$ cat src/sv/srsa_ram.sv
// Generic single write port, single read port RAM with registered read data.
module srsa_ram #(
    parameter int WIDTH = 8,
    parameter int DEPTH = 2
) (
    input  logic                     i_clk,
    input  logic                     i_wr_en,
    input  logic [$clog2(DEPTH)-1:0] i_wr_addr,
    input  logic [WIDTH-1:0]         i_wr_data,
    input  logic [$clog2(DEPTH)-1:0] i_rd_addr,
    output logic [WIDTH-1:0]         o_rd_data
);

    logic [WIDTH-1:0] r_mem [DEPTH];
    logic [WIDTH-1:0] r_rd_data;

    // Write port and registered read port.
    always_ff @(posedge i_clk) begin
        if (i_wr_en) begin
            r_mem[i_wr_addr] <= i_wr_data;
        end
        r_rd_data <= r_mem[i_rd_addr];
    end

    assign o_rd_data = r_rd_data;

endmodule

$ cat config.mk
export PLATFORM = sky130hd
export DESIGN_NAME = srsa_ram
export DESIGN_NICKNAME = d
export VERILOG_FILES = /design/src/sv/srsa_ram.sv
export SDC_FILE = /design/constraint.sdc
export NUM_CORES = 1
export LEC_CHECK = 0
export ABC_AREA = 1
export CORE_UTILIZATION = 56
export DETAILED_ROUTE_END_ITERATION = 16
export DONT_BUFFER_PORTS = 1
export MAX_ROUTING_LAYER = met4
export PLACE_DENSITY_LB_ADDON = 0.3
export SLEW_MARGIN = 20
export SYNTH_ARGS = -nofsm -noshare
export SYNTH_HDL_FRONTEND = slang
export SYNTH_SLANG_ARGS = --single-unit
$ cat constraint.sdc
create_clock -name i_clk -period 1.1 [get_ports i_clk]
set_input_delay 0 -clock i_clk [delete_from_list [all_inputs] [get_ports i_clk]]
set_output_delay 0 -clock i_clk [all_outputs]
set_load 0.05 [all_outputs]
# [Yosys cells after proc, flatten, opt, wreduce, memory -nomap -nowiden]
# Memories as Yosys holds them, arrays and structs flattened. A register that Yosys moved wholly into a read port is not among the register bits.
# Index checks and enable logic that the tools add are counted.
[op_classes] muxes=2
[ops] op="2-to-1 mux 1 bit" n=2
[word_totals] reg_bits=0 ramBits=16 elab_cells=3 mem_count=1
[memory_table] name="r_mem" words=2 width=8 read_ports=1 rd_clocked_by_memory_dff=1 write_ports=1 line="14" rtl="logic [WIDTH-1:0] r_mem [DEPTH];"

# [Depth between registers and ports, before layout]
# Gate-level depths: netlist of the first run.
[depth] ltp_word=2 ltp_mapped=4 ltp_nobuf=3

# [Worst setup path before layout of the first run]
# Ideal clock, no wire load.
[synth_path] path_type="in2reg" start="in i_wr_en" end="mem r_mem[0][0] (enable)" setup_time_ns=0.371 arrival_time_ns=0.389 t_required_ns=0.729 setup_slack_ns=0.340 stages=2 path_buffers=0 path_cell_list="inv_1 nor2_1"
[synth_between] elab_chain_cells=2
[synth_rtl] item="start: declaration" line="7" rtl="input logic i_wr_en,"
[synth_rtl] item="2-to-1 mux 1 bit" line="19" rtl="if (i_wr_en) begin"
[synth_rtl] item="2-to-1 mux 1 bit (implied by the code)" line="20" rtl="r_mem[i_wr_addr] <= i_wr_data;"
[synth_rtl] item="end: declaration" line="14"
# No other way between the ends.

# [Worst setup path after layout of the first run]
[layout_path] start="reg r_rd_data[3] (netlist: o_rd_data[3]) (read register of r_mem)" end="out o_rd_data[3]"
[layout_rtl] item="start: declaration" line="15" rtl="logic [WIDTH-1:0] r_rd_data;"
[layout_rtl] item="end: declaration" line="11" rtl="output logic [WIDTH-1:0] o_rd_data"
# No word-level cell between the ends.

==> results.md, run 1 <==
* Outcome: completed
* Tightest Pin Transition at 0.4839 ns
* Crit. End Element: output pin
* Die Height at approximately 39 µm
* Req. time, crit path at 1.10 ns
* Ys flop type: edfxtp_1
* Starting Density at 64.14%
* Min-delay worst type: primary input to register
* Clock Latency Late Sink at about 0.29 ns
* IO buf count at 0
* Largest net degree at the start of global routing at 14
* Cts bufs inserted at 3
* Placed Cells at 68
* GR peak layer: met2
* Setup tns final at 0 ns
* Pwr Density at 1779 nW/µm²
* Die area at 1510 µm²
* Synth Net Count at 66
* Slew Limit Fails at 0
* Synth Cell Area at about 760 µm²
* #FFs+latches synth at 24
* Highest Clock Rate at 1.072 GHz
* CTS root buf: clkbuf_4
* Unrepaired setup endpoints after global routing: false
* Leakage at about 0.37 nW
* Synthesized instance count at 54
* Worst IR Drop VDD at 1.315 mV
* Core area at 1186 µm²
* Startpoint types: register
* Setup-failing EPs final at 0
* Kind of critical path: register to output pin
* Number of global-route vias before repair at between 300 and 400
* Iter 0 DRT Violations at 5
* Clk pin slew, worst setup/hold paths at 0.11 ns
* GR Layer Usage met3 at 5.202%
* CTS tree: yes
* Final net count at 80
* Post-synth EDFFs at 16
* Antenna-violating nets left at 0
* Clock sinks at 24
* Period utilisation layout at a little over four fifths
* Register area share after synthesis at approximately 84%
* Fillers at 80
* Ports at 20
* Post-synth top area cell: edfxtp_1
* Most common cell in the netlist: nand2_1
* Area grow syn2layout at 17.11%
* Initial antenna violation count at 0
* Die X at 38.86 µm
* Bufs on Longest Clock Path at 2
* MaxCap Viol Count at 0
* Pre-Repair DR Iteration Count at 4
* Clock skew at 0.002544 ns
* Design area at 890.9 µm²
* Mean post-synth cell area at 14.09 µm²
* Post-synth ARST share at 0%
* Grt ovf at 0
* Final core utilization at 75.11%
* Final WL at 916 µm
* Yosys warnings at 0
* Htree depth at 1
* Critical path data arrival time at just over 0.9 ns
* Ant diodes at 0
* Via count at 392
* Multi-input gate area at 97.59 µm²
* Register Area at 640.6 µm²
* DR DRC count at 0
* Post-synth top cells: nand2_1 (25), edfxtp_1 (16), dfxtp_1 (8), inv_1 (2)
* Wirelength per Cell at 11.31 µm
* Layout cells sized above 1 at around 7.5%
* WHS at 0.06015 ns
* Ranking of synthesized cells by area: edfxtp_1 (63%), dfxtp_1 (21%), nand2_1 (12%)
* Final Hold Viols at 0
* Relative slew slack at 67.70%
* M1 GR Usage at 14.75%
* Minimum clock period at slightly above 0.9 ns
* Distinct cell type count after synthesis at 7
* DP Area at 774.5 µm²
* Final Non-Filler Cells at 81
* Rows at 12
* DR vias/cell at a little under 5
* Area fraction of the dominant cell type after synthesis at between 60% and 70%
* Gpl congestion at 0.7307
* Crit path max fanout at 1
* GR Util met2 at 29.17%
* Tot GR Track Use at 16.43%
* First-pass GRT wire length at around 1400 µm
==> state kept, by name, indices dropped and copies added (netlist names) <==
register and flops:
o_rd_data 8, r_mem 16
==> final cells by class <==
cell class / instances / share of cell area, %
Clock buffer: 4 / 2.949
Inverter: 3 / 1.264
Multi-Input combinational cell: 26 / 10.96
Sequential cell: 24 / 71.91
Tap cell: 14 / 1.966
Timing Repair Buffer: 10 / 10.96
==> worst paths after layout <==
kind | startpoint | slack [ns] | depth (start not counted) | to
worst max register to register | r_mem[1][2] | 0.50 | 2 | o_rd_data[2]
worst max-delay path | o_rd_data[3] | 0.17 | 0 | o_rd_data[3]
worst min register to register | r_mem[0][4] | 0.44 | 2 | o_rd_data[4]
worst min-delay path | i_wr_addr | 0.06 | 2 | r_mem[0][7]
==> where the power goes <==
| group | internal (mW) | total [mW] | switching (mW) |
|---|---|---|---|
| Sequential | 1.03 | 1.14 | 0.110 |
| Clock | 0.141 | 0.365 | 0.224 |
| Combinational | 0.0370 | 0.0788 | 0.0418 |
| Total | 1.21 | 1.58 | 0.375 |
==> cell usage in the layout, fill, tap and decap left out <==
cell type | synthesis | routed
buf_4 | 0 | 1
clkbuf_1 | 0 | 1
clkbuf_4 | 0 | 3
dfxtp_1 | 8 | 8
dlygate4sd3_1 | 0 | 9
edfxtp_1 | 16 | 16
inv_1 | 2 | 2
inv_2 | 1 | 1
nand2_1 | 25 | 25
nor2_1 | 1 | 1
==> stage by stage <==
stage,total power [mW],setup WS (ns)
after global routing,1.646,0.1270
after detailed placement,1.209,0.4969
final,1.585,0.1669
after CTS,1.599,0.1537
after global placement,1.206,0.5029
after floorplan,1.201,0.3401
==> timing repair <==
item,CTS,global route
resized for setup,0,0
hold buffers,9,0
hold endpoints to repair,24,0
setup buffers,0,0
==> cell families (layout without fill, tap and decap cells) <==
family | after synthesis | in the layout | synth area share [%]
buffers and inverters | 4 | 17 | 2.960
flip-flops | 24 | 24 | 84.21
AND/OR/NAND/NOR | 26 | 26 | 12.83
==> routing by layer <==
metal	wire, µm	vias up
met5	0	-
met4	8	0
met3	25	2
met2	514	12
met1	367	179
li1	-	199
Note: power is estimated with default switching activity, not from simulation.
==> run 2, diff against run 1 <==
==> constraint.sdc (replaced) <==
create_clock -name i_clk -period 0.92 [get_ports i_clk]
set_input_delay 0 -clock i_clk [delete_from_list [all_inputs] [get_ports i_clk]]
set_output_delay 0 -clock i_clk [all_outputs]
set_load 0.05 [all_outputs]
==> run 2 against run 1 <==
  * Global-route usage up 2.0 points
  * Routed wire length up 23%
  * Clock power up 20%
  * Die area unchanged
  * Total power up 22%
  * Non-clock buffer count up 4
  * Combinational power up 130%
  * Count of clock-buffer cells in the layout down 1
  * Final cell count up 4.9%
==> results.md, run 2 (synthesis results as in run 1) <==
* Iter 0 DRT Violations at 11
* Worst Hold Launch: i_wr_addr
* Setup tns final at 0 ns
* Bufs on Longest Clock Path at 2
* Req. time, crit path at 1.13 ns
* Cts bufs inserted at 3
* DR DRC count at 0
* Worst R2R Start: r_mem[1][2]
* Crit path max fanout at 9
* Worst IR Drop VDD at 1.256 mV
* Pre-Repair DR Iteration Count at 4
* Tightest Pin Transition at 0.3456 ns
* Initial antenna violation count at 0
* MaxCap Viol Count at 0
* Crit. End Element: register
* Kind of critical path: primary input to register
* Wirelength per Cell at between 10 and 15 µm
* DP Area at roughly 800 µm²
* Flop2flop setup slack at 0.25 ns
* Period utilisation layout at 95.06%
* Clock sinks at 24
* Leakage at 0.3875 nW
* Final WL at 1124 µm
* CTS root buf: clkbuf_4
* Detailed-placement wirelength estimate at 610.8 µm
* Number of global-route vias before repair at 377
* Die X at 38.86 µm
* Starting Density at 64.14%
* Final Hold Viols at 0
* Clk pin slew, worst setup/hold paths at 0.12 ns
* Worst hold path cell count at 2
* Hold Path Sink: r_mem[0][3]
* Worst R2R End: o_rd_data[2]
* Design area at 925.9 µm²
* Commonest cells after routing, fill and taps aside: nand2_1 (25), edfxtp_1 (16), dlygate4sd3_1 (9)
* Final net count at 84
* WHS at 0.04400 ns
* Postcts setup bufs at 0
* Gpl congestion at 0.7022
* Tot GR Track Use at 18.38%
* IO buf count at 0
* Rows at 12
* Startpoint types: primary input
* Htree depth at 1
* Area grow syn2layout at 21.71%
* Ports at 20
* Clock skew at 0.001183 ns
* Die area at 1510 µm²
* Number of flip-flops in the largest register at 16
* Reg with most FFs: r_mem
* Unrepaired setup endpoints after global routing: false
* Minimum clock period at 0.8746 ns
* Clock Latency Late Sink at 0.30 ns
* Relative slew slack at 76.88%
* CTS tree: yes
* Outcome: completed
* Layout cells sized above 1 at between 15 and 20%
* Critical path data arrival time at approximately 1.1 ns
* First-pass GRT wire length at 1552 µm
* Antenna-violating nets left at 0
* Min-delay worst type: primary input to register
* Slew Limit Fails at 0
* Grt ovf at 0
* Largest net degree at the start of global routing at 14
* DR vias/cell at 5.059
* Highest Clock Rate at 1.143 GHz
* Setup WS pre-CTS at 0.2958 ns
* Reg2Reg Depth at 2
* Ant diodes at 0
* Pwr Density at 2087 nW/µm²
* Setup-failing EPs final at 0
* Commonest non-fill, non-tap cell in the layout: nand2_1
* Core area at between 1000 and 1500 µm²
* Worst setup margin at 0.04541 ns
* Via count at 430
* Die Height at 38.86 µm
[run 2: per-layer routing]
layer	up-vias	track usage [%]	part of all wire (%)
li1	208	-	-
met5	-	-	0
met3	4	5.202	3.9
met2	17	30.83	57
met4	0	15.52	2.0
met1	201	16.87	36
[run 2: through the flow]
stage	instances	total power [mW]	util (%)
floorplan	54	1.436	-
global route	85	1.991	78.06
detailed placement	72	1.471	67.83
CTS	85	1.936	78.06
global placement	72	1.463	67.83
finish	85	1.932	78.06
[run 2: final cells by class]
class / count / area [µm²]
clock buffer: 3 / 22.52
clock inverter: 1 / 3.754
fill: 69 / 260.3
inverter: 3 / 11.26
multi-input combinational: 26 / 97.59
sequential: 24 / 645.6
tap: 14 / 17.52
timing repair buffer: 14 / 127.6
[run 2: worst max-delay path by stage]
stage / startpoint / to / slack (ns) / cells after the start
floorplan: i_wr_en / r_mem[0][0] / 0.16 / 2
global placement: i_wr_addr / r_mem[1][0] / 0.31 / 2
detailed placement: i_wr_addr / r_mem[1][0] / 0.30 / 2
CTS: o_rd_data[2] / o_rd_data[2] / 0.07 / 1
global route: i_rd_addr / o_rd_data[2] / 0.03 / 4
finish: i_rd_addr / o_rd_data[2] / 0.05 / 4
[run 2: timing repair]
item,CTS,global route
hold endpoints to repair,24,0
endpoints found under the setup margin,4,0
gates resized for setup,4,0
hold buffers,9,0
[run 2: worst max-delay path, stage by stage]
cell and delay [ns]:
dlygate4sd3_1 0.74, inv_2 0.15, nand2_1 0.11, nand2_1 0.07
[run 2: where the power goes]
part,internal [mW],leakage (nW),switching (mW)
clock network,0.158,0.0154,0.281
registers,1.24,0.218,0.0773
logic,0.0637,0.154,0.115
total,1.46,0.387,0.473
==> run 3, diff against run 2 <==
--- a/config.mk
+++ b/config.mk
@@ -10,7 +10,7 @@
 export DETAILED_ROUTE_END_ITERATION = 16
 export DONT_BUFFER_PORTS = 1
 export MAX_ROUTING_LAYER = met4
-export PLACE_DENSITY_LB_ADDON = 0.3
+export PLACE_DENSITY_LB_ADDON = 0.25
 export SLEW_MARGIN = 20
 export SYNTH_ARGS = -nofsm -noshare
 export SYNTH_HDL_FRONTEND = slang
==> run 3 against run 2 <==
  * Routed wire length is 17% higher
  * Final cell count stayed put
  * Clock skew is 0.0015 ns higher
  * Critical path depth stayed put
==> results.md, run 3 (synthesis results as in run 1) <==
* Setup tns final at 0 ns
* Starting Density at 64.14%
* Bufs on Longest Clock Path at 2
* Leakage at 0.3931 nW
* CTS tree: yes
* Sw Ratio at 23.63%
* Hold Path Sink: r_mem[0][3]
* Cts bufs inserted at 3
* Req. time, crit path at between 1 and 1.5 ns
* Initial antenna violation count at 0
* Setup-failing EPs final at 0
* Multi-input gate area at 97.59 µm²
* Fillers at 76
* Layout cells sized above 1 at 19.72%
* Clock power frac at between 20% and 30%
* Ant diodes at 0
* Clock sinks at 24
* Final core utilization at 78.90%
* DR DRC count at 0
* Internal power at between 1.5 and 2 mW
* Startpoint types: primary input
* Reg with most FFs: r_mem
* Kind of critical path: primary input to register
* Die X at 38.86 µm
* Gpl congestion at 0.6879
* Worst R2R Start: r_mem[1][0]
* Minimum clock period at 0.8731 ns
* Flop2flop setup slack at between 0.2 and 0.3 ns
* Min-delay worst type: primary input to register
* Met2 routed WL at 767 µm
* Reg2Reg Depth at 2
* Clock skew at approximately 0.0027 ns
* Largest net degree at the start of global routing at 14
* Rows at 12
* Unrepaired setup endpoints after global routing: false
* Grt ovf at 0
* Sequential Power Share at 65.3%
* Tightest Pin Transition at between 0.3 and 0.4 ns
* Register Area at 645.6 µm²
* Worst Hold Launch: i_wr_addr
* Crit path max fanout at 9
* Clock Latency Late Sink at 0.30 ns
* Commonest cells after routing, fill and taps aside: nand2_1 (25), edfxtp_1 (16), dlygate4sd3_1 (9)
* Iter 0 DRT Violations at 9
* Pre-Repair DR Iteration Count at 4
* Relative slew slack at 75.20%
* Core area at roughly 1200 µm²
* Worst hold path cell count at 2
* Die Height at 38.86 µm
* Final WL at 1311 µm
* Wirelength per Cell at 15.42 µm
* Pwr Density at 2158 nW/µm²
* Period utilisation layout at 94.90%
* MaxCap Viol Count at 0
* Final net count at 84
* Top routing layer used: met4
* Outcome: completed
* First-pass GRT wire length at 1904 µm
* Slew Limit Fails at 0
* Tot GR Track Use at 21.72%
* Post-Route M1 WL at approximately 450 µm
* Ports at 20
* Final Hold Viols at 0
* Area grow syn2layout at 23.03%
* DR vias/cell at 5.212
* Number of flip-flops in the largest register at 16
* CTS root buf: clkbuf_4
* Htree depth at 1
* Met3 Wirelength at 70 µm
* Critical path data arrival time at approximately 1.1 ns
* Postcts setup bufs at 0
* Commonest non-fill, non-tap cell in the layout: nand2_1
* Worst R2R End: o_rd_data[0]
* Worst IR Drop VDD at 1.448 mV
* Via count at 443
* Sw Pwr at 0.4773 mW
* Clk pin slew, worst setup/hold paths at 0.12 ns
* IO buf count at 0
* Highest Clock Rate at between 1 and 1.5 GHz
* Die area at 1510 µm²
* Antenna-violating nets left at 0
* Crit. End Element: register
* Number of global-route vias before repair at approximately 460
* Logic pwr share at 8.9%
-- run 3: cell types whose count changed in the layout (fill, tap and decap cells not counted), sizes merged --
cell    delta
clkbuf     +1
clkinv     -1
-- run 3: worst max path at each step --
stage / start / end / cells past startpoint
finish: i_rd_addr / o_rd_data[6] / 4
global route: o_rd_data[0] / o_rd_data[0] / 1
CTS: o_rd_data[0] / o_rd_data[0] / 1
detailed placement: i_wr_addr / r_mem[1][2] / 2
global placement: i_wr_addr / r_mem[1][6] / 2
floorplan: i_wr_en / r_mem[0][0] / 2
-- run 3: area by class of cell --
type / count / share of cell area, %
sequential: 24 / 68.98
timing repair buffer: 14 / 13.64
multi-input combinational: 26 / 10.43
clock buffer: 4 / 3.877
inverter: 3 / 1.203
tap: 14 / 1.872
-- run 3: what timing repair did --
action	4_1_cts	5_1_grt
hold endpoints to repair	24	0
hold buffers	9	0
gates resized for setup	4	0
setup endpoints to repair	4	0
-- run 3: per-layer routing --
| layer | vias up | global-route usage, % |
|---|---|---|
| met2 | 28 | 42.08 |
| met5 | - | - |
| li1 | 211 | - |
| met1 | 200 | 18.88 |
| met3 | 4 | 6.358 |
| met4 | 0 | 8.621 |
-- run 3: power by group through the flow --
stage,clock [mW],sequential (mW),combinational (mW)
CTS,0.527,1.32,0.178
global placement,0,1.33,0.131
detailed placement,0,1.34,0.138
floorplan,0,1.39,0.0498
finish,0.521,1.32,0.180
global route,0.567,1.33,0.192
-- run 3: through the flow --
stage	worst slack (ns)	instance area, µm²	std cells	total power [mW]	hold WS (ns)
3_5_place_dp	0.2849	804.5	72	1.475	0.09894
5_1_grt	0.02887	935.9	85	2.085	0.03919
2_1_floorplan	0.1601	760.7	54	1.436	0.09887
4_1_cts	0.07024	935.9	85	2.021	0.03830
6_report	0.04695	935.9	85	2.020	0.04570
3_3_place_gp	0.3264	804.5	72	1.463	0.09895
-- run 3: worst max-delay path, cell delays in order --
cell and delay, ns:
dlygate4sd3_1 0.76, inv_2 0.16, nand2_1 0.10, nand2_1 0.06
